==> config.mk <==
export PLATFORM = sky130hd
export DESIGN_NAME = circle_column_span_raster_flat
export DESIGN_NICKNAME = d
export VERILOG_FILES = /design/src/sv/ccsr_pkg.sv /design/src/sv/ccsr_if.sv /design/src/sv/ccsr_isqrt.sv /design/src/sv/ccsr_seq.sv /design/src/sv/circle_column_span_raster.sv /design/src/flat_wrapper.sv
export VERILOG_INCLUDE_DIRS = /design/src /design/src/sv
export SDC_FILE = /design/constraint.sdc
export NUM_CORES = 1
export LEC_CHECK = 0
export BUFFER_PORTS_ARGS = -buffer_cell sky130_fd_sc_hd__buf_2
export CORE_MARGIN = 1.5
export CORE_UTILIZATION = 38
export DETAILED_ROUTE_END_ITERATION = 7
export GPL_ROUTABILITY_DRIVEN = 0
export REMOVE_ABC_BUFFERS = 1
export SKIP_LAST_GASP = 1
export SLEW_MARGIN = 10
export SYNTH_ARGS = -nofsm -noshare
export SYNTH_HDL_FRONTEND = slang
export SYNTH_SLANG_ARGS = --single-unit
==> constraint.sdc <==
create_clock -name clk -period 10.1 [get_ports clk]
set_input_delay 1.01 -clock clk [delete_from_list [all_inputs] [get_ports clk]]
set_output_delay 1.01 -clock clk [all_outputs]
set_load 0.03 [all_outputs]
==> src/sv/circle_column_span_raster_defines.svh <==
// Assertion macros used by the top-level file of this block.
`ifndef CIRCLE_COLUMN_SPAN_RASTER_DEFINES_SVH
`define CIRCLE_COLUMN_SPAN_RASTER_DEFINES_SVH

`ifndef NO_ASSERTIONS
`define CCSR_ASSERT_SAME(label, ante, cons) \
  label: assert property (@(posedge clk) disable iff (!rst_n) (ante) |-> (cons)) \
    else $error("span raster check failed");
`define CCSR_ASSERT_NEXT(label, ante, cons) \
  label: assert property (@(posedge clk) disable iff (!rst_n) (ante) |=> (cons)) \
    else $error("span raster check failed");
`else
`define CCSR_ASSERT_SAME(label, ante, cons)
`define CCSR_ASSERT_NEXT(label, ante, cons)
`endif

`endif

==> src/sv/ccsr_pkg.sv <==
package ccsr_pkg;

  localparam int COORD_BITS  = 12;
  localparam int RADIUS_BITS = 11;
  localparam int OUT_BITS    = 14;

  localparam int DX_W   = RADIUS_BITS + 1;
  localparam int SQ_W   = 2 * RADIUS_BITS;
  localparam int REM_W  = RADIUS_BITS + 3;
  localparam int SUM_W  = ((COORD_BITS > RADIUS_BITS) ? COORD_BITS : RADIUS_BITS) + 2;
  localparam int WIDE_W = SUM_W + OUT_BITS;
  localparam int CNT_W  = $clog2(RADIUS_BITS);
  localparam int CFG_W  = (COORD_BITS > RADIUS_BITS) ? COORD_BITS : RADIUS_BITS;
  localparam int CFG_IDX_W = 2;

  typedef enum logic [CFG_IDX_W-1:0] {
    CFG_CENTER_X,
    CFG_CENTER_Y,
    CFG_RADIUS,
    CFG_FILL_MODE
  } cfg_idx_t;

  typedef enum logic [2:0] {
    ST_IDLE,
    ST_SQ_R,
    ST_SQ_D,
    ST_ROOT,
    ST_OUT_A,
    ST_OUT_B
  } seq_state_t;

  typedef struct packed {
    logic [COORD_BITS-1:0]  center_x;
    logic [COORD_BITS-1:0]  center_y;
    logic [RADIUS_BITS-1:0] radius;
    logic                   fill_mode;
  } ccsr_cfg_t;

  typedef struct packed {
    logic                   done;
    logic [RADIUS_BITS-1:0] root;
    logic [REM_W-1:0]       rem;
  } isq_rsp_t;

endpackage

==> src/sv/ccsr_if.sv <==
interface ccsr_in_if import ccsr_pkg::*; ();
  logic valid;
  logic ready;
  logic restart;

  modport source (output valid, output restart, input ready);
  modport sink (input valid, input restart, output ready);
endinterface

interface ccsr_out_if import ccsr_pkg::*; ();
  logic                       valid;
  logic                       ready;
  logic signed [OUT_BITS-1:0] column_x;
  logic signed [OUT_BITS-1:0] span_low_y;
  logic signed [OUT_BITS-1:0] span_high_y;
  logic                       last_of_run;
  logic                       final_column;

  modport source (output valid, output column_x, output span_low_y, output span_high_y,
                  output last_of_run, output final_column, input ready);
  modport sink (input valid, input column_x, input span_low_y, input span_high_y,
                input last_of_run, input final_column, output ready);
endinterface

==> src/sv/ccsr_isqrt.sv <==
module ccsr_isqrt import ccsr_pkg::*; (
  input  logic            clk,
  input  logic            rst_n,
  input  logic            start,
  input  logic [SQ_W-1:0] radicand,
  output isq_rsp_t        rsp
);

  localparam logic [CNT_W-1:0] LAST_STEP = CNT_W'(RADIUS_BITS - 1);

  logic [SQ_W-1:0]        src_r;
  logic [REM_W-1:0]       rem_r;
  logic [RADIUS_BITS-1:0] root_r;
  logic [CNT_W-1:0]       cnt_r;
  logic                   busy_r;
  logic                   done_r;

  logic [REM_W-1:0] rem_sh;
  logic [REM_W-1:0] trial;
  logic             fits;

  // One result bit per step: bring down two radicand bits and try root*4+1.
  assign rem_sh = {rem_r[REM_W-3:0], src_r[SQ_W-1 -: 2]};
  assign trial  = {1'b0, root_r, 2'b01};
  assign fits   = (rem_sh >= trial);

  always_ff @(posedge clk) begin
    if (start) begin
      src_r  <= radicand;
      rem_r  <= '0;
      root_r <= '0;
    end else if (busy_r) begin
      src_r  <= src_r << 2;
      rem_r  <= fits ? (rem_sh - trial) : rem_sh;
      root_r <= {root_r[RADIUS_BITS-2:0], fits};
    end
  end

  always_ff @(posedge clk) begin
    if (!rst_n) begin
      cnt_r  <= '0;
      busy_r <= 1'b0;
      done_r <= 1'b0;
    end else begin
      done_r <= busy_r && (cnt_r == LAST_STEP);
      if (start) begin
        cnt_r  <= '0;
        busy_r <= 1'b1;
      end else if (busy_r) begin
        cnt_r  <= cnt_r + 1'b1;
        busy_r <= (cnt_r != LAST_STEP);
      end
    end
  end

  assign rsp.done = done_r;
  assign rsp.root = root_r;
  assign rsp.rem  = rem_r;

endmodule

==> src/sv/ccsr_seq.sv <==
module ccsr_seq import ccsr_pkg::*; (
  input  logic            clk,
  input  logic            rst_n,
  input  ccsr_cfg_t       cfg,
  ccsr_in_if.sink         in_ch,
  ccsr_out_if.source      out_ch,
  output logic            root_start,
  output logic [SQ_W-1:0] radicand,
  input  isq_rsp_t        rsp
);

  function automatic logic [OUT_BITS-1:0] to_out(input logic signed [SUM_W-1:0] v);
    logic signed [WIDE_W-1:0] w;
    w = WIDE_W'(v);
    return w[OUT_BITS-1:0];
  endfunction

  seq_state_t state_r, state_nxt;

  logic signed [DX_W-1:0]  dx_r;
  logic                    active_r;
  logic signed [SUM_W-1:0] prev_up_r;
  logic signed [SUM_W-1:0] prev_low_r;
  logic signed [SUM_W-1:0] up_r;
  logic signed [SUM_W-1:0] low_r;
  logic [SQ_W-1:0]         rr_r;

  logic [OUT_BITS-1:0] out_x_r;
  logic [OUT_BITS-1:0] out_lo_r;
  logic [OUT_BITS-1:0] out_hi_r;
  logic                out_last_r;
  logic                out_fin_r;

  logic                    in_take;
  logic                    out_take;
  logic                    mul_dx;
  logic [RADIUS_BITS-1:0]  dx_abs;
  logic [RADIUS_BITS-1:0]  mul_a;
  logic [SQ_W-1:0]         prod;
  logic signed [DX_W-1:0]  radius_s;
  logic [RADIUS_BITS:0]    h;
  logic signed [SUM_W-1:0] cy_s;
  logic signed [SUM_W-1:0] up_w;
  logic signed [SUM_W-1:0] low_w;
  logic signed [SUM_W-1:0] x_w;
  logic                    fin_w;

  assign in_take  = in_ch.valid && in_ch.ready;
  assign out_take = out_ch.valid && out_ch.ready;

  // Shared multiplier squares the radius first, then the column offset.
  assign radius_s = $signed({1'b0, cfg.radius});
  assign dx_abs   = dx_r[DX_W-1] ? RADIUS_BITS'(-dx_r) : RADIUS_BITS'(dx_r);
  assign mul_a    = mul_dx ? dx_abs : cfg.radius;
  assign prod     = SQ_W'(mul_a * mul_a);
  assign radicand = (prod > rr_r) ? '0 : (rr_r - prod);

  // The root rounds up when the remainder exceeds the floor root.
  assign h     = (rsp.rem > REM_W'(rsp.root)) ? ((RADIUS_BITS + 1)'(rsp.root) + 1'b1)
                                              : (RADIUS_BITS + 1)'(rsp.root);
  assign cy_s  = $signed(SUM_W'(cfg.center_y));
  assign up_w  = cy_s + $signed(SUM_W'(h));
  assign low_w = cy_s - $signed(SUM_W'(h));
  assign x_w   = $signed(SUM_W'(cfg.center_x)) + SUM_W'(dx_r);
  assign fin_w = (dx_r >= radius_s);

  always_comb begin
    state_nxt = state_r;
    case (state_r)
      ST_IDLE:  if (in_ch.valid && (in_ch.restart || active_r)) state_nxt = ST_SQ_R;
      ST_SQ_R:  state_nxt = ST_SQ_D;
      ST_SQ_D:  state_nxt = ST_ROOT;
      ST_ROOT:  if (rsp.done) state_nxt = ST_OUT_A;
      ST_OUT_A: if (out_ch.ready) state_nxt = out_last_r ? ST_IDLE : ST_OUT_B;
      ST_OUT_B: if (out_ch.ready) state_nxt = ST_IDLE;
      default:  state_nxt = ST_IDLE;
    endcase
  end

  always_comb begin
    in_ch.ready  = 1'b0;
    out_ch.valid = 1'b0;
    mul_dx       = 1'b0;
    root_start   = 1'b0;
    case (state_r)
      ST_IDLE:  in_ch.ready = 1'b1;
      ST_SQ_D: begin
        mul_dx     = 1'b1;
        root_start = 1'b1;
      end
      ST_OUT_A: out_ch.valid = 1'b1;
      ST_OUT_B: out_ch.valid = 1'b1;
      default: begin
        in_ch.ready = 1'b0;
      end
    endcase
  end

  always_ff @(posedge clk) begin
    if (!rst_n) begin
      state_r    <= ST_IDLE;
      dx_r       <= '0;
      active_r   <= 1'b0;
      prev_up_r  <= '0;
      prev_low_r <= '0;
    end else begin
      state_r <= state_nxt;
      if (in_take) begin
        if (in_ch.restart) begin
          active_r   <= 1'b1;
          dx_r       <= -radius_s;
          prev_up_r  <= cy_s;
          prev_low_r <= cy_s;
        end else if (active_r) begin
          dx_r <= dx_r + 1'b1;
        end
      end
      if ((state_r == ST_ROOT) && rsp.done && fin_w) begin
        active_r <= 1'b0;
      end
      if (out_take && out_last_r) begin
        prev_up_r  <= up_r;
        prev_low_r <= low_r;
      end
    end
  end

  always_ff @(posedge clk) begin
    if (state_r == ST_SQ_R) begin
      rr_r <= prod;
    end
    if ((state_r == ST_ROOT) && rsp.done) begin
      up_r      <= up_w;
      low_r     <= low_w;
      out_x_r   <= to_out(x_w);
      out_fin_r <= fin_w;
      if (cfg.fill_mode) begin
        out_lo_r   <= to_out(low_w);
        out_hi_r   <= to_out(up_w);
        out_last_r <= 1'b1;
      end else begin
        out_lo_r   <= to_out((up_w < prev_up_r) ? up_w : prev_up_r);
        out_hi_r   <= to_out((up_w < prev_up_r) ? prev_up_r : up_w);
        out_last_r <= 1'b0;
      end
    end else if ((state_r == ST_OUT_A) && out_take && !out_last_r) begin
      out_lo_r   <= to_out((low_r < prev_low_r) ? low_r : prev_low_r);
      out_hi_r   <= to_out((low_r < prev_low_r) ? prev_low_r : low_r);
      out_last_r <= 1'b1;
    end
  end

  assign out_ch.column_x     = out_x_r;
  assign out_ch.span_low_y   = out_lo_r;
  assign out_ch.span_high_y  = out_hi_r;
  assign out_ch.last_of_run  = out_last_r;
  assign out_ch.final_column = out_fin_r;

endmodule

==> src/sv/circle_column_span_raster.sv <==
// The first span of a column is valid once its item has passed ST_SQ_R, ST_SQ_D and ST_ROOT
// and the root unit's 11 iterations have finished. A new item is accepted only in ST_IDLE,
// after the spans of the column before it have been taken.
// An advance with no circle in progress is accepted, gives no span, and ready stays high.
// Reset is synchronous and active low; it clears the configuration registers and the circle state.
`include "circle_column_span_raster_defines.svh"

module circle_column_span_raster import ccsr_pkg::*; (
  input  logic                 clk,
  input  logic                 rst_n,
  input  logic                 cfg_we,
  input  logic [CFG_IDX_W-1:0] cfg_index,
  input  logic [CFG_W-1:0]     cfg_wdata,
  ccsr_in_if.sink              in_ch,
  ccsr_out_if.source           out_ch
);

  ccsr_cfg_t       cfg_r;
  logic            root_start;
  logic [SQ_W-1:0] radicand;
  isq_rsp_t        rsp;

  always_ff @(posedge clk) begin
    if (!rst_n) begin
      cfg_r <= '0;
    end else if (cfg_we) begin
      case (cfg_idx_t'(cfg_index))
        CFG_CENTER_X:  cfg_r.center_x  <= cfg_wdata[COORD_BITS-1:0];
        CFG_CENTER_Y:  cfg_r.center_y  <= cfg_wdata[COORD_BITS-1:0];
        CFG_RADIUS:    cfg_r.radius    <= cfg_wdata[RADIUS_BITS-1:0];
        CFG_FILL_MODE: cfg_r.fill_mode <= cfg_wdata[0];
        default:       cfg_r <= cfg_r;
      endcase
    end
  end

  ccsr_seq u_seq (
    .clk        (clk),
    .rst_n      (rst_n),
    .cfg        (cfg_r),
    .in_ch      (in_ch),
    .out_ch     (out_ch),
    .root_start (root_start),
    .radicand   (radicand),
    .rsp        (rsp)
  );

  ccsr_isqrt u_isqrt (
    .clk      (clk),
    .rst_n    (rst_n),
    .start    (root_start),
    .radicand (radicand),
    .rsp      (rsp)
  );

  `CCSR_ASSERT_NEXT(a_accept_no_out, in_ch.valid && in_ch.ready, !out_ch.valid)
  `CCSR_ASSERT_SAME(a_busy_while_out, out_ch.valid, !in_ch.ready)
  `CCSR_ASSERT_NEXT(a_last_to_idle, out_ch.valid && out_ch.ready && out_ch.last_of_run,
                    in_ch.ready)
  `CCSR_ASSERT_NEXT(a_upper_then_lower, out_ch.valid && out_ch.ready && !out_ch.last_of_run,
                    out_ch.valid && out_ch.last_of_run)

endmodule

==> src/flat_wrapper.sv <==
// flat-port wrapper written by rule: the top's interface ports become plain ports
module circle_column_span_raster_flat import ccsr_pkg::*;
  (clk, rst_n, cfg_we, cfg_index, cfg_wdata, in_ch_valid, in_ch_restart, in_ch_ready, out_ch_valid, out_ch_column_x, out_ch_span_low_y, out_ch_span_high_y, out_ch_last_of_run, out_ch_final_column, out_ch_ready);
  ccsr_in_if in_ch_i ();
  ccsr_out_if out_ch_i ();
  input  logic clk;
  input  logic rst_n;
  input  logic cfg_we;
  input  logic [CFG_IDX_W-1:0] cfg_index;
  input  logic [CFG_W-1:0] cfg_wdata;
  input wire logic [$bits(in_ch_i.valid)-1:0] in_ch_valid;
  input wire logic [$bits(in_ch_i.restart)-1:0] in_ch_restart;
  output wire logic [$bits(in_ch_i.ready)-1:0] in_ch_ready;
  output wire logic [$bits(out_ch_i.valid)-1:0] out_ch_valid;
  output wire logic [$bits(out_ch_i.column_x)-1:0] out_ch_column_x;
  output wire logic [$bits(out_ch_i.span_low_y)-1:0] out_ch_span_low_y;
  output wire logic [$bits(out_ch_i.span_high_y)-1:0] out_ch_span_high_y;
  output wire logic [$bits(out_ch_i.last_of_run)-1:0] out_ch_last_of_run;
  output wire logic [$bits(out_ch_i.final_column)-1:0] out_ch_final_column;
  input wire logic [$bits(out_ch_i.ready)-1:0] out_ch_ready;
  assign in_ch_i.valid = in_ch_valid;
  assign in_ch_i.restart = in_ch_restart;
  assign in_ch_ready = in_ch_i.ready;
  assign out_ch_valid = out_ch_i.valid;
  assign out_ch_column_x = out_ch_i.column_x;
  assign out_ch_span_low_y = out_ch_i.span_low_y;
  assign out_ch_span_high_y = out_ch_i.span_high_y;
  assign out_ch_last_of_run = out_ch_i.last_of_run;
  assign out_ch_final_column = out_ch_i.final_column;
  assign out_ch_i.ready = out_ch_ready;
  circle_column_span_raster u_core (.clk(clk), .rst_n(rst_n), .cfg_we(cfg_we), .cfg_index(cfg_index), .cfg_wdata(cfg_wdata), .in_ch(in_ch_i), .out_ch(out_ch_i));
endmodule
==> results of run 1 <==
sequential cells by signal, indices dropped and copies added, names as in the netlist:
name and count:
u_core.u_seq.out_ch.last_of_run 1, u_core.u_isqrt.cnt_r 4, u_core.u_seq.prev_up_r 13, u_core.u_seq.active_r 1
u_core.u_seq.out_ch.span_low_y 14, u_core.u_seq.dx_r 12, u_core.u_isqrt.src_r 22, u_core.u_seq.prev_low_r 12
u_core.u_isqrt.done_r 1, u_core.u_seq.rr_r 21, u_core.u_isqrt.root_r 11, u_core.u_seq.low_r 12
u_core.u_seq.out_ch.column_x 14, u_core.u_seq.state_r 3, u_core.cfg_r 36, u_core.u_seq.up_r 13
u_core.u_seq.out_ch.final_column 1, u_core.u_isqrt.busy_r 1, u_core.u_seq.out_ch.span_high_y 14, u_core.u_isqrt.rem_r 14
cell usage in the layout, fill, tap and decap left out, types with 28 or more instances in the layout:
cell / instances
nand3_1: 33
nor2b_1: 30
clkbuf_16: 28
edfxtp_1: 112
inv_1: 231
a21o_1: 31
xnor2_1: 81
a21oi_1: 136
nor3_1: 30
dfxtp_1: 108
xor2_1: 34
fa_1: 68
ha_1: 164
a31oi_1: 31
buf_2: 65
nand2_1: 178
nor2_1: 160
mux2i_1: 65
o21ai_0: 101
layout make-up:
class                      count  area [um2]  share of cell area (%)
sequential                   220        5530                    29.2
multi-input combinational   1386       10400                    55.0
clock inverter                 9        96.3                   0.509
tap                          592         741                    3.91
timing repair buffer          84         468                    2.47
clock buffer                  41         810                    4.27
inverter                     236         886                    4.68
power by group through the flow:
stage	Combinational, W	Sequential, W	Clock [W]
2_1_floorplan	0.00132	0.00127	0
3_3_place_gp	0.00174	0.00128	0
3_5_place_dp	0.00177	0.00128	0
4_1_cts	0.00178	0.00127	0.00100
5_1_grt	0.00198	0.00129	0.00104
6_report	0.00177	0.00127	0.000977
how the worst min path moves through the flow:
stage | start | endpoint | slack [ps] | cells past startpoint
6_report | u_core.u_isqrt.cnt_r[3] | u_core.u_isqrt.done_r | 490 | 2
3_5_place_dp | u_core.u_seq.prev_up_r[1] | u_core.u_seq.prev_up_r[1] | 490 | 2
5_1_grt | u_core.u_isqrt.cnt_r[3] | u_core.u_isqrt.done_r | 520 | 2
2_1_floorplan | u_core.u_isqrt.cnt_r[3] | u_core.u_isqrt.done_r | 450 | 2
4_1_cts | u_core.u_isqrt.cnt_r[3] | u_core.u_isqrt.done_r | 500 | 2
3_3_place_gp | u_core.u_isqrt.cnt_r[3] | u_core.u_isqrt.done_r | 470 | 2
metrics by stage:
stage	instances	area [um2]	hold slack [ps]	total power, W	setup WS, ps
after floorplan	1842	16800	448	0.00258	1830
after global placement	2518	18000	469	0.00302	872
after detailed placement	2518	18000	486	0.00306	737
after CTS	2568	18900	495	0.00406	703
after global routing	2568	18900	520	0.00431	81.5
final	2568	18900	492	0.00402	772
cells by family after synthesis:
group	count (synthesis)	synth area share, %
compound gates	457	17.1
xor+xnor	115	5.89
fa+ha+maj	234	20.1
buf+inv	312	7.00
flops	220	32.3
mux	69	4.08
simple gates	511	13.5
critical path: cells and delay by family (launching register included):
family          cells  cell delay [ps]
compound gates      8             2390
buf+inv             7              690
simple gates        7             1690
xor+xnor            2              360
flops               1              450
fa+ha+maj           8             3590
per-layer routing:
layer | global-route usage [%] | part of all wire, % | up-vias
li1 | - | - | 6722
met1 | 22.5 | 45 | 6442
met2 | 31.2 | 49 | 250
met3 | 2.29 | 4.1 | 56
met4 | 4.64 | 2.3 | 0
met5 | 0 | 0 | -
==> impl_results.md, run 1 <==
* CORE AREA at between 40000 and 50000 um2
* Hold Vio Cnt, Final at 0
* Number of clock sinks at 220
* H-tree lvl count at 1
* Worst ir drop on vdd at roughly 0.00015 V
* Largest net degree at the start of global routing at 58
* Ant diodes at 0
* Post-synth top flop: edfxtp_1
* Top cell by count, worst path: inv_1
* GR Overflow Total at 0
* Final Setup Violations at 0
* Final Core Density at 42.7%
* Post-Syn Area at approximately 17000 um2
* Yosys top cell by area: edfxtp_1
* Register area share after synthesis at about 32%
* First-pass GRT wire length at between 60 and 70 mm
* CP startpoint: u_core.u_seq.dx_r[2]
* Worst R2R End: u_core.u_isqrt.src_r[3]
* Top post-synthesis cells by area: edfxtp_1 (20%), dfxtp_1 (13%), ha_1 (12%)
* Resize count post-CTS at 0
* Mapped Avg Cell Area at ~8.9 um2
* GR Util All Layers at between 10% and 20%
* Initial antenna violation count at 1
* Minimum clock period at ~9300 ps
* Port bufs at 65
* Final HPWL DP at approximately 31 mm
* Comb power frac at between 40% and 50%
* Most frequent cell after synthesis: inv_1
* Post-DR vias/cell at between 5 and 6
* Die area at 46300 um2
* Post-CTS setup buffer count at 0
* Asr flop ratio synth at 0%
* PwrDens at 212 nW/um2
* Crit path capture type: flip-flop
* Row cnt at 77
* Crit path required time at 10520 ps
* Leak at approximately 8.0 nW
* Period utilisation layout at between 90% and 100%
* Final nets at 2207
* Critical Path Source Type: flip-flop
* Clock tree buffer depth at 3
* R2R setup slack at just under 800 ps
* CP peak stage delay at 590 ps
* Fmax at 0.107 GHz
* Least-Margin Pin Slew at around 1100 ps
* Root buf cell: clkbuf_16
* Warnings from Yosys at 0
* Post-Route WL at between 40 and 50 mm
* Fraction of layout cells with a size suffix above 1 at approximately 8%
* Filler cells at approximately 4400
* Drt wl/cell at approximately 16 um
* Setup crit end: u_core.u_isqrt.src_r[3]
* Hold_buf cts at 0
* RSZ-0062 raised after global routing: no
* Skew final at 21.9 ps
* Area Overhead vs Synth at 10.7%
* CTS tree: yes
* Clk_lat worst skew at roughly 570 ps
* Residual DRC count at 0
* Clock share of power at 24.3%
* Status: finished clean
* Clk slew on worst S/H paths at 60 ps
* Yosys top cell area share at between 10% and 20%
* Number of synthesized flops with an enable pin at between 100 and 150
* Sw frac at approximately two fifths
* Drt first pass iters at 5
* Worst r2r src: u_core.u_seq.dx_r[2]
* Slew HR at a little over a quarter
* Starting DRT DRC Count at around 800
* Slew Limit Fails at 0
* Hold Crit Class: reg -> reg
* Internal power at roughly 0.0024 W
* Initial core utilization at ~39%
* Setup CP Type: reg -> reg
* Post-synth top cells: inv_1 (231), nand2_1 (178), ha_1 (164), nor2_1 (160), a21oi_1 (136)
* Worst Reg-to-Reg Cells at 32
* Routed Antenna Nets at 0
* Post-Route Setup TNS at 0 ps
* Syn Inst Count at 1918
* I/O Pins at 66
* Synthesized flop and latch total at 220
* Distinct cells, synth at 81
* Vias post-DR at between 10000 and 15000
* Die extent in y at ~220 um
* Die width at 215 um
* Max Cap Viol at 0
* CP Max Fanout at 20
* Vias in the first global route at 13629
* Inserted Clock Buffers at 27
* CP max stage cell: a21oi_1
* CP arrival at about 9800 ps
* Sequential share of power at 31.5%
* Sw power at between 0.0015 and 0.002 W
Power figures use the tool's default switching activity.
==> inputs of run 2 (changes only) <==
CORE_UTILIZATION = 55   (was 38)
PLACE_DENSITY = 0.72   (was not set)
==> run 2 against run 1 <==
  * Worst hold slack worse by 4.8 ps
  * Maximum frequency up 2.6%
  * Sequential cell count unchanged
  * Worst setup slack better by 240 ps
  * Cell count down 7.8%
  * Clock power down 2.3%
  * Die area down 31%
  * Clock skew down 3.1 ps
  * Highest routed layer unchanged
  * Design area down 1.5%
  * Total power down 0.40%
  * First-iteration DRC count up 30%
==> impl_results.md, run 2 (synthesis results as in run 1) <==
* Final Setup Violations at 0 (unchanged)
* Vias post-DR at 13807 (+2.5%)
* Routed Antenna Nets at 0 (unchanged)
* Top cell by count, worst path: inv_1
* PwrDens at 215 nW/um2 (+1.2%)
* Hold Crit Class: reg -> reg
* Hold Vio Cnt, Final at 0 (unchanged)
* Max Cap Viol at 0 (unchanged)
* CTS tree: yes
* Row cnt at 64 (-17%)
* Root buf cell: clkbuf_16
* Grt peak-use layer: met2
* Port bufs at 65 (unchanged)
* Leak at 8.01 nW (-0.20%)
* GR Overflow Total at 0 (unchanged)
* Resize count post-CTS at 0 (unchanged)
* First-pass GRT wire length at 67.2 mm (-0.55%)
* Number of clock sinks at 220 (unchanged)
* CP peak stage delay at 550 ps (-40 ps)
* Largest net degree at the start of global routing at 47 (-19%)
* Drt wl/cell at 17.1 um (+7.9%)
* Met3 usage at 2.81% (+0.51 points)
* Die extent in y at 179 um (-17%)
* Met2 Usage GRT at 45.9% (+15 points)
* Fraction of layout cells with a size suffix above 1 at 7.96% (-0.034 points)
* Filler cells at 2640 (-40%)
* Area Overhead vs Synth at 9.04%
* Period utilisation layout at 90.0% (-2.3 points)
* Post-Route WL at 40.5 mm (-0.50%)
* Skew final at 18.7 ps (-3.13 ps)
* Biggest register: u_core.cfg_r
* Status: finished clean
* Minimum clock period at 9090 ps (-237 ps)
* Inserted Clock Buffers at 26 (-3.7%)
* Least-Margin Pin Slew at 1180 ps (+73.2 ps)
* CP Max Fanout at 12 (-40%)
* CP arrival at 9380 ps (-370 ps)
* Hold WS at 488 ps (-4.77 ps)
* Post-Route Setup TNS at 0 ps (unchanged)
* Critical Path Source Type: flip-flop
* Most frequent cells in the layout: inv_1 (231), nand2_1 (178), ha_1 (164)
* Residual DRC count at 0 (unchanged)
* CP max stage cell: fa_1
* Vias in the first global route at 13655 (+0.19%)
* Die area at 32200 um2 (-31%)
* Regs by FF count: u_core.cfg_r (36), u_core.u_isqrt.src_r (22), u_core.u_seq.rr_r (21)
* GR Util All Layers at 25.8% (+8.2 points)
* Commonest non-fill, non-tap cell in the layout: inv_1
* Initial antenna violation count at 0 (-1)
* Clk_lat worst skew at 530 ps (-40 ps)
* Final HPWL DP at 30.2 mm (-2.3%)
* Fmax at 0.110 GHz (+2.6%)
* Ant diodes at 0 (unchanged)
* Starting DRT DRC Count at 1039 (+30%)
* Hold_buf cts at 0 (unchanged)
* Setup CP Type: reg -> reg
* Final nets at 2204 (-0.14%)
* Initial core utilization at 55.9% (+17 points)
* Die width at 179 um (-17%)
* Clk slew on worst S/H paths at 60 ps (about the same)
* Post-CTS setup buffer count at 0 (unchanged)
* RSZ-0062 raised after global routing: no
* GR Util met1 at 33.0% (+11 points)
* Clock tree buffer depth at 3 (unchanged)
* Worst ir drop on vdd at 0.000142 V (-6.4%)
* Crit path capture type: flip-flop
* Post-DR vias/cell at 5.83 (+11%)
* Crit path required time at 10390 ps (-130 ps)
* Largest register FFs at 36 (unchanged)
* Slew HR at 21.1% (-5.1 points)
* H-tree lvl count at 1 (unchanged)
* CORE AREA at 30600 um2 (-31%)
* I/O Pins at 66 (unchanged)
* Drt first pass iters at 5 (unchanged)
* Slew Limit Fails at 0 (unchanged)
-- run 2: cell count changes in the layout (fill, tap and decap cells not counted), sizes merged --
| cell | before | now |
|---|---|---|
| buf | 84 | 82 |
| clkbuf | 41 | 40 |
| clkinv | 8 | 5 |
| inv | 235 | 237 |
-- run 2: routing by layer --
metal / vias up / share of wire (%)
li1: 6715 / -
met4: 0 / 2.8
met3: 84 / 5.7
met1: 6575 / 43
met5: - / 0
met2: 433 / 49
-- run 2: final cells by class --
type	count	area (um2)	area share [%]
multi-input combinational	1386	10400	55.8
sequential	220	5530	29.6
inverter	236	886	4.75
clock buffer	40	807	4.33
tap	396	495	2.66
timing repair buffer	82	453	2.43
clock inverter	8	73.8	0.396
-- run 2: report_power, final --
part	leakage, nW	switching (W)	internal [W]	total (W)
clock	0.434	0.000378	0.000576	0.000955
sequential	1.91	0.000118	0.00115	0.00127
combinational	5.67	0.00108	0.000699	0.00178
-- run 2: worst paths after layout --
check | endpoint | depth (start not counted) | startpoint | slack [ps]
worst max-delay path | u_core.u_isqrt.src_r[19] | 34 | u_core.u_seq.dx_r[2] | 1010
worst min-delay path | u_core.u_isqrt.rem_r[12] | 2 | u_core.u_isqrt.rem_r[12] | 490
worst max register to register | u_core.u_isqrt.src_r[19] | 34 | u_core.u_seq.dx_r[2] | 1010
worst min register to register | u_core.u_isqrt.rem_r[12] | 2 | u_core.u_isqrt.rem_r[12] | 490
-- run 2: stage by stage --
step	utilization, %	total power (W)	std cells	cell area (um2)	setup slack [ps]
after floorplan	-	0.00258	1842	16800	1830
after global placement	58.1	0.00300	2320	17800	1380
after detailed placement	58.1	0.00304	2320	17800	1110
after CTS	61.0	0.00401	2368	18600	1090
after global routing	61.0	0.00427	2368	18600	408
final	61.0	0.00400	2368	18600	1010
-- run 2: critical path, delay by kind of cell, from the launching register on --
kind,cells,cell delay [ps]
AOI/OAI and AO/OA,11,2630
DFF,1,460
buffers and inverters,7,620
and+or+nand+nor,6,1400
xor gates and xnor gates,3,470
adders and majority gates,7,3260
